File: config.mk
export PLATFORM = sky130hd
export DESIGN_NAME = titr_pairgen
export DESIGN_NICKNAME = d
export VERILOG_FILES = /design/src/hw/rtl/titr_pkg.sv /design/src/hw/rtl/titr_pairgen.sv
export SDC_FILE = /design/constraint.sdc
export NUM_CORES = 1
export LEC_CHECK = 0
export BUFFER_PORTS_ARGS = -buffer_cell sky130_fd_sc_hd__buf_2
export CAP_MARGIN = 20
export CORE_MARGIN = 1.5
export CORE_UTILIZATION = 42
export DETAILED_ROUTE_END_ITERATION = 16
export SLEW_MARGIN = 20
export SYNTH_ARGS = -nofsm -noshare
export SYNTH_HDL_FRONTEND = slang
export SYNTH_SLANG_ARGS = --single-unit
File: constraint.sdc
create_clock -name vclk -period 11.2
set_clock_uncertainty 0.15 [all_clocks]
set_input_delay 2.24 -clock vclk [all_inputs]
set_output_delay 2.24 -clock vclk [all_outputs]
set_load 0.05 [all_outputs]
File: src/hw/rtl/titr_pkg.sv
// shared types, constants and helper functions of the image transform engine
// no dependencies
package titr_pkg;

  localparam int DIM   = 32;
  localparam int DEPTH = DIM * DIM;
  localparam int AW    = $clog2(DEPTH);
  localparam int CW    = $clog2(DIM + 1);
  localparam int LW    = (CW > 4) ? CW : 4;
  localparam int SW    = 9;
  localparam int KW    = 4;
  localparam int ARGW  = 7;
  localparam int PIXW  = 8;
  localparam int CNTW  = 7;

  typedef enum logic [KW-1:0] {
    K_SIZE       = 4'd0,
    K_WRITE      = 4'd1,
    K_READ       = 4'd2,
    K_SWAPCELL   = 4'd3,
    K_SWAPROWS   = 4'd4,
    K_SWAPCOLS   = 4'd5,
    K_SWAPDIAG   = 4'd6,
    K_REVROW     = 4'd7,
    K_REVCOL     = 4'd8,
    K_REVDIAG    = 4'd9,
    K_MIRRORROWS = 4'd10,
    K_MIRRORCOLS = 4'd11,
    K_ROTATE     = 4'd12,
    K_SWAPNEIGH  = 4'd13,
    K_TRANSPOSE  = 4'd14
  } kind_e;

  typedef enum logic [3:0] {
    S_CLEAR, S_IDLE, S_GEN, S_RD1, S_RD2, S_WR1, S_WR2,
    S_PIXW, S_PIXR, S_PIXL, S_CPY, S_MAP, S_DONE
  } state_e;

  typedef struct packed {
    kind_e                kind;
    logic signed [SW-1:0] a;
    logic signed [SW-1:0] b;
    logic signed [SW-1:0] c;
    logic signed [SW-1:0] d;
  } cmd_t;

  typedef struct packed {
    logic [AW-1:0] addr1;
    logic [AW-1:0] addr2;
    logic          do_pair;
  } pair_t;

  // neighbourhood offsets (row, column)
  localparam logic signed [1:0] NBR_DR [8] =
    '{2'sb11, 2'sb11, 2'sb11, 2'sb00, 2'sb00, 2'sb01, 2'sb01, 2'sb01};
  localparam logic signed [1:0] NBR_DC [8] =
    '{2'sb11, 2'sb00, 2'sb01, 2'sb11, 2'sb01, 2'sb11, 2'sb00, 2'sb01};

  function automatic logic cell_in(logic signed [SW-1:0] r, logic signed [SW-1:0] c,
                                   logic [CW-1:0] rows, logic [CW-1:0] cols);
    logic signed [SW-1:0] rs;
    logic signed [SW-1:0] cs;
    rs = signed'(SW'(rows));
    cs = signed'(SW'(cols));
    return (r >= 0) && (r < rs) && (c >= 0) && (c < cs);
  endfunction

  function automatic logic [AW-1:0] cell_addr(logic signed [SW-1:0] r,
                                              logic signed [SW-1:0] c);
    return AW'(AW'(r) * AW'(DIM) + AW'(c));
  endfunction

endpackage

File: src/hw/rtl/titr_pairgen.sv
// cell pair generator: maps command and loop counters to two cell addresses
// depends on titr_pkg
module titr_pairgen (
  input  titr_pkg::cmd_t          cmd_i,
  input  logic [titr_pkg::CW-1:0] rows_i,
  input  logic [titr_pkg::CW-1:0] cols_i,
  input  logic [titr_pkg::LW-1:0] i_i,
  input  logic [titr_pkg::LW-1:0] j_i,
  output titr_pkg::pair_t         pair_o
);
  logic signed [titr_pkg::SW-1:0] ii, jj, rs, cs, m, dr, dc;
  logic signed [titr_pkg::SW-1:0] r1, c1, r2, c2;

  assign ii = signed'(titr_pkg::SW'(i_i));
  assign jj = signed'(titr_pkg::SW'(j_i));
  assign rs = signed'(titr_pkg::SW'(rows_i));
  assign cs = signed'(titr_pkg::SW'(cols_i));
  assign m  = cmd_i.a[titr_pkg::SW-1] ? -cmd_i.a : cmd_i.a;
  assign dr = titr_pkg::SW'(titr_pkg::NBR_DR[j_i[2:0]]);
  assign dc = titr_pkg::SW'(titr_pkg::NBR_DC[j_i[2:0]]);

  // coordinates of the two cells of the current step
  always_comb begin
    r1 = '0; c1 = '0; r2 = '0; c2 = '0;
    unique case (cmd_i.kind)
      titr_pkg::K_WRITE, titr_pkg::K_READ: begin
        r1 = cmd_i.a; c1 = cmd_i.b; r2 = cmd_i.a; c2 = cmd_i.b;
      end
      titr_pkg::K_SWAPCELL: begin
        r1 = cmd_i.a; c1 = cmd_i.b; r2 = cmd_i.c; c2 = cmd_i.d;
      end
      titr_pkg::K_SWAPROWS: begin
        r1 = cmd_i.a; c1 = jj; r2 = cmd_i.b; c2 = jj;
      end
      titr_pkg::K_SWAPCOLS: begin
        r1 = jj; c1 = cmd_i.a; r2 = jj; c2 = cmd_i.b;
      end
      titr_pkg::K_SWAPDIAG: begin
        r1 = cmd_i.a + jj; c1 = jj; r2 = jj; c2 = cmd_i.a + jj;
      end
      titr_pkg::K_REVROW: begin
        r1 = cmd_i.a; c1 = jj; r2 = cmd_i.a; c2 = cs - 1 - jj;
      end
      titr_pkg::K_REVCOL: begin
        r1 = jj; c1 = cmd_i.a; r2 = rs - 1 - jj; c2 = cmd_i.a;
      end
      titr_pkg::K_REVDIAG: begin
        if (!cmd_i.a[titr_pkg::SW-1]) begin
          r1 = jj; c1 = m + jj; r2 = rs - 1 - jj - m; c2 = rs - 1 - jj;
        end else begin
          r1 = m + jj; c1 = jj; r2 = rs - 1 - jj; c2 = rs - 1 - jj - m;
        end
      end
      titr_pkg::K_MIRRORROWS: begin
        r1 = ii; c1 = jj; r2 = ii; c2 = cs - 1 - jj;
      end
      titr_pkg::K_MIRRORCOLS: begin
        r1 = jj; c1 = ii; r2 = rs - 1 - jj; c2 = ii;
      end
      titr_pkg::K_SWAPNEIGH: begin
        r1 = cmd_i.a + dr; c1 = cmd_i.b + dc; r2 = cmd_i.c + dr; c2 = cmd_i.d + dc;
      end
      // source in scratch, destination in store
      titr_pkg::K_ROTATE: begin
        r1 = ii; c1 = jj; r2 = jj; c2 = rs - 1 - ii;
      end
      titr_pkg::K_TRANSPOSE: begin
        r1 = jj; c1 = ii; r2 = ii; c2 = jj;
      end
      default: begin
        r1 = '0; c1 = '0; r2 = '0; c2 = '0;
      end
    endcase
  end

  assign pair_o.addr1   = titr_pkg::cell_addr(r1, c1);
  assign pair_o.addr2   = titr_pkg::cell_addr(r2, c2);
  assign pair_o.do_pair = (cmd_i.kind == titr_pkg::K_ROTATE) ||
                          (cmd_i.kind == titr_pkg::K_TRANSPOSE) ||
                          (titr_pkg::cell_in(r1, c1, rows_i, cols_i) &&
                           titr_pkg::cell_in(r2, c2, rows_i, cols_i));
endmodule

## Yosys cells after proc, flatten, opt, wreduce, memory -nomap -nowiden

Memories as Yosys holds them, arrays and structs flattened.
Index checks and enable logic that the tools add are counted.

- Register bits: 0
- Bits in read-only memories: 32
- Input port bits: 64
- Output and inout bits: 21
- Memories: 2

- $add $sub $neg: 15
- Magnitude comparators: 9
- Equal/unequal tests: 14
- Multiplexer cells: 13
- Bitwise operators: 1
- Reductions and logical operators: 23

Memory list:

| name | depth | bits a word | read ports | clocked after memory_dff | wr ports | line | source |
|---|---|---|---|---|---|---|---|
| (name not given) | 8 | 2 | 1 | 0 | 0 | titr_pairgen.sv:20 | `assign dc = titr_pkg::SW'(titr_pkg::NBR_DC[j_i[2:0]]);` |
| (name not given) | 8 | 2 | 1 | 0 | 0 | titr_pairgen.sv:19 | `assign dr = titr_pkg::SW'(titr_pkg::NBR_DR[j_i[2:0]]);` |

Operators by type and width:

| operator | number |
|---|---|
| case mux 9 bit (6 select lines) | 2 |
| case mux 9 bit (10 select lines) | 1 |
| case mux 9 bit (8 select lines) | 1 |
| 2-to-1 mux 9 bit | 5 |
| adder 9 x 2 -> 9 bit | 4 |
| >= comparator 9 x 1 -> 1 bit (second input constant) | 4 |
| < comparator 9 x 7 -> 1 bit | 4 |
| equality test 4 bit (second input constant) | 7 |
| subtractor 7 x 7 -> 8 bit | 3 |
| adder 10 x 9 -> 10 bit | 2 |
| adder 9 x 7 -> 9 bit | 2 |
| equality test 4 x 3 -> 1 bit (second input constant) | 4 |
| OR reduction 2 bit | 7 |
| subtractor 6 x 1 -> 7 bit (second input constant) | 2 |
| OR reduction 3 bit | 4 |
| OR reduction 5 bit | 2 |
| negator 9 bit | 1 |
| subtractor 9 bit | 1 |
| equality test 4 x 2 -> 1 bit (second input constant) | 2 |
| 2-to-1 mux 2 bit | 4 |
| logical AND 1 bit | 7 |
| equality test 4 x 1 -> 1 bit (second input constant) | 1 |
| >= comparator 4 bit (second input constant) | 1 |
| inverter 3 -> 4 bit | 1 |
| 2 further kinds | 3 |

## Depth between registers and ports, before layout

- Word-level depth: 12
- Depth in mapped cells: 26

## Worst setup path before layout

No wires, ideal clock.

- Path type: input -> output
- Start point: input port j_i[0] in the netlist's numbering
- End point: output port pair_o[0] in the netlist's numbering
- Arrival: 7.294 ns
- Required time: 8.810 ns
- Slack: 1.516 ns
- Stages: 21
- Path buffers: 0
- Path through: ha_1 > nor2_1 > ha_1 > a21o_1 > a21oi_1 > xnor2_1 > a221oi_1 > nand2_1 > ha_1 > a21o_1 > a211oi_1 > o21ai_0 > nor4b_1 > ha_1 > nor4b_1 > nand3_1 > a2111o_1 > nor4b_1 > nand4_1 > nor4_2 > a32o_1

RTL lines:

| item | line | source |
|---|---|---|
| start, declared | titr_pairgen.sv:8 | `input logic [titr_pkg::LW-1:0] j_i,` |
| end, declared | titr_pairgen.sv:9 | `output titr_pkg::pair_t pair_o` |

==> summary.txt <==
Pwr
  – Worst vdd ir: 0.0717 mV
  – Sw power: 0.000400 W
  – Combinational Power Share: 100.0%
  – Net Sw Frac: 65.2%
  – P per Cell Area: 89.1 nW/um^2
  – P_int: 0.000214 W
  – Clock share of power: 0%
  – Leak Pwr: 3.15 nW
  – Power share of the sequential group: 0%

Routing
  – Antenna-violating nets left: 0
  – DR iter-0 viols: 678
  – Drt pass-1 iters: 5
  – Met3 WL post-DR: 2.83 mm
  – Routed WL per cell: 24.4 um
  – DR top layer: met5
  – M1 WL: 11.3 mm
  – Final WL: 27.2 mm
  – Residual DRC count: 0
  – DR vias: 7327
  – DR WL met2: 11.6 mm
  – Vias per inst: 6.58

Synth
  – Synthesized netlist cell count: 862
  – Post-synth net total: 1044
  – Seq/Total Area, Yosys: 0%
  – Synth area leader: ha_1
  – Number of library cell types mapped by synthesis: 86
  – Area share of the largest cell type after synthesis: 21.2%
  – Ranking of synthesized cells by area: ha_1 (21%), xnor2_1 (6.3%), xor2_1 (4.3%)
  – Synth cell count leaders: ha_1 (106), inv_1 (64), nor2_1 (62), nand2_1 (52), a21oi_1 (51)
  – YS warnings: 0
  – Mapped Area: 6260 sq um
  – Most common cell in the netlist: ha_1
  – Mean post-synth cell area: 7.27 sq um

Global route
  – GRT overflow: 0
  – Initial antenna violation count: 1
  – Largest net degree at the start of global routing: 37
  – GR Util All Layers: 33.2%
  – First-pass GRT wire length: 40.7 mm
  – Vias in the first global route: 6817

Timing
  – Relative slew slack: 29.3%
  – Final setup viols: 0
  – Worst setup margin: 0.433 ns
  – Fin crit share: 96.1%
  – Slew @ Worst Pin: 1.06 ns
  – Tmin final: 10.77 ns
  – Worst hold slack: 4.98 ns
  – Final Max Slew Viols: 0
  – Final hold vios: 0
  – Max Freq: 92.9 MHz

Worst setup path
  – Startpoint types: input pin
  – Crit path max fanout: 11
  – Setup Crit Path Kind: in2out
  – Most frequent CP cell: ha_1
  – WP data arrival: 8.38 ns
  – Crit path capture type: output pin
  – CP peak stage delay: 0.48 ns
  – Crit-path slowest cell: fa_1
  – Worst-path cell chain: buf_2, inv_1, ha_1, mux2i_1, ha_1, fa_1, a22oi_1, o211ai_1, a221oi_2, inv_1, ha_1, a211oi_1, o21ai_0, nor4b_1, ha_1, nor4b_1, nand3_1, a2111o_1, nor4b_1, nand4_1, nor4_2, a32o_1, buf_2
  – Critical Path RT: 8.81 ns

Min path
  – HP Class: in2out

Floorplanning
  – Die Ht: 125 um
  – Die W: 125 um
  – Core area: 14500 sq um
  – # rows: 44
  – I/O pins: 85
  – Initial cell density of the core: 43.1%
  – Die footprint: 15700 sq um

Flow run
  – Max_cap viols: 0

Placed design
  – Placed Area: 6880 sq um
  – DP HPWL: 22.3 mm
  – Worst slack, placed: 0.378 ns
  – I/O Buffers: 85
  – RD Place Congestion: 1.04

Finish
  – Post-route cell area: 6890 sq um
  – Area occupied by registers: 0 sq um
  – Share of cells above drive strength 1: 13.7%
  – Syn-to-layout area delta: 9.91%
  – Ant. Diodes: 0
  – Sequential cells: 0
  – Clock buffer count: 0
  – Final-stage net count: 1114

Status
  – Outcome: finished, final reports clean

Clocking
  – # hold bufs at CTS: 0
  – Post-CTS setup buffers: 0
power groups by stage:
stage | clock network, W | registers [W] | logic [W]
after detailed placement | 0 | 0 | 0.000595
final | 0 | 0 | 0.000613
after floorplan | 0 | 0 | 0.000429
after CTS | 0 | 0 | 0.000599
after global placement | 0 | 0 | 0.000599
after global routing | 0 | 0 | 0.000656
cells by family after synthesis:
kind of cell	after synthesis	share of synthesized area, %
compound gates	292	33.1
simple gates	269	23.1
fa+ha+maj	118	25.0
buf+inv	99	6.61
xor+xnor	77	11.0
mux	7	1.14
cells in the final DEF (no fill, tap or decap), types with 14 or more instances in the layout:
master	instances
inv_1	64
buf_4	14
a22oi_1	20
ha_1	106
nor2_1	62
nand3_1	22
nor2b_1	19
o211ai_1	15
nor3_1	26
a21o_1	16
o21ai_0	50
a31oi_1	14
nand2_1	52
xor2_1	31
buf_2	85
nand2b_1	16
xnor2_1	45
a21oi_1	51
critical path: cells and delay by family:
kind,cells,cell delay [ns]
AOI/OAI and AO/OA,7,1.73
adders and majority gates,5,1.55
buffers and inverters,4,0.97
muxes,1,0.34
and+or+nand+nor,6,1.55
per-stage QoR:
| stage | setup TNS [ns] | total power, W | instances | utilization, % |
|---|---|---|---|---|
| after detailed placement | 0 | 0.000595 | 1114 | 47.3 |
| after global placement | 0 | 0.000599 | 1114 | 47.3 |
| after CTS | 0 | 0.000599 | 1114 | 47.3 |
| final | 0 | 0.000613 | 1114 | 47.4 |
| after floorplan | 0 | 0.000429 | 862 | - |
| after global routing | -0.00771 | 0.000656 | 1114 | 47.4 |
area by class of cell:
class / count / area, sq um
fill: 1519 / 7650
inverter: 68 / 256
multi-input combinational: 763 / 5870
tap: 184 / 230
timing repair buffer: 99 / 531
path summary, 6_finish.rpt:
kind  startpoint         to  slack [ns]  depth (start not counted)
min     cmd_i[0]  pair_o[1]        4.98                          5
max       j_i[1]  pair_o[0]        0.43                         23
per-layer routing:
metal | vias up | global-route usage [%]
met2 | 423 | 51.7
met3 | 89 | 7.19
met1 | 3400 | 44.7
met4 | 2 | 13.2
met5 | - | 0
li1 | 3413 | -
what timing repair did:
action / CTS / global route
endpoints found under the setup margin: 0 / 1
hold endpoints to repair: 0 / 0
gates resized for setup: 0 / 1
(Power assumes the default switching activity.)
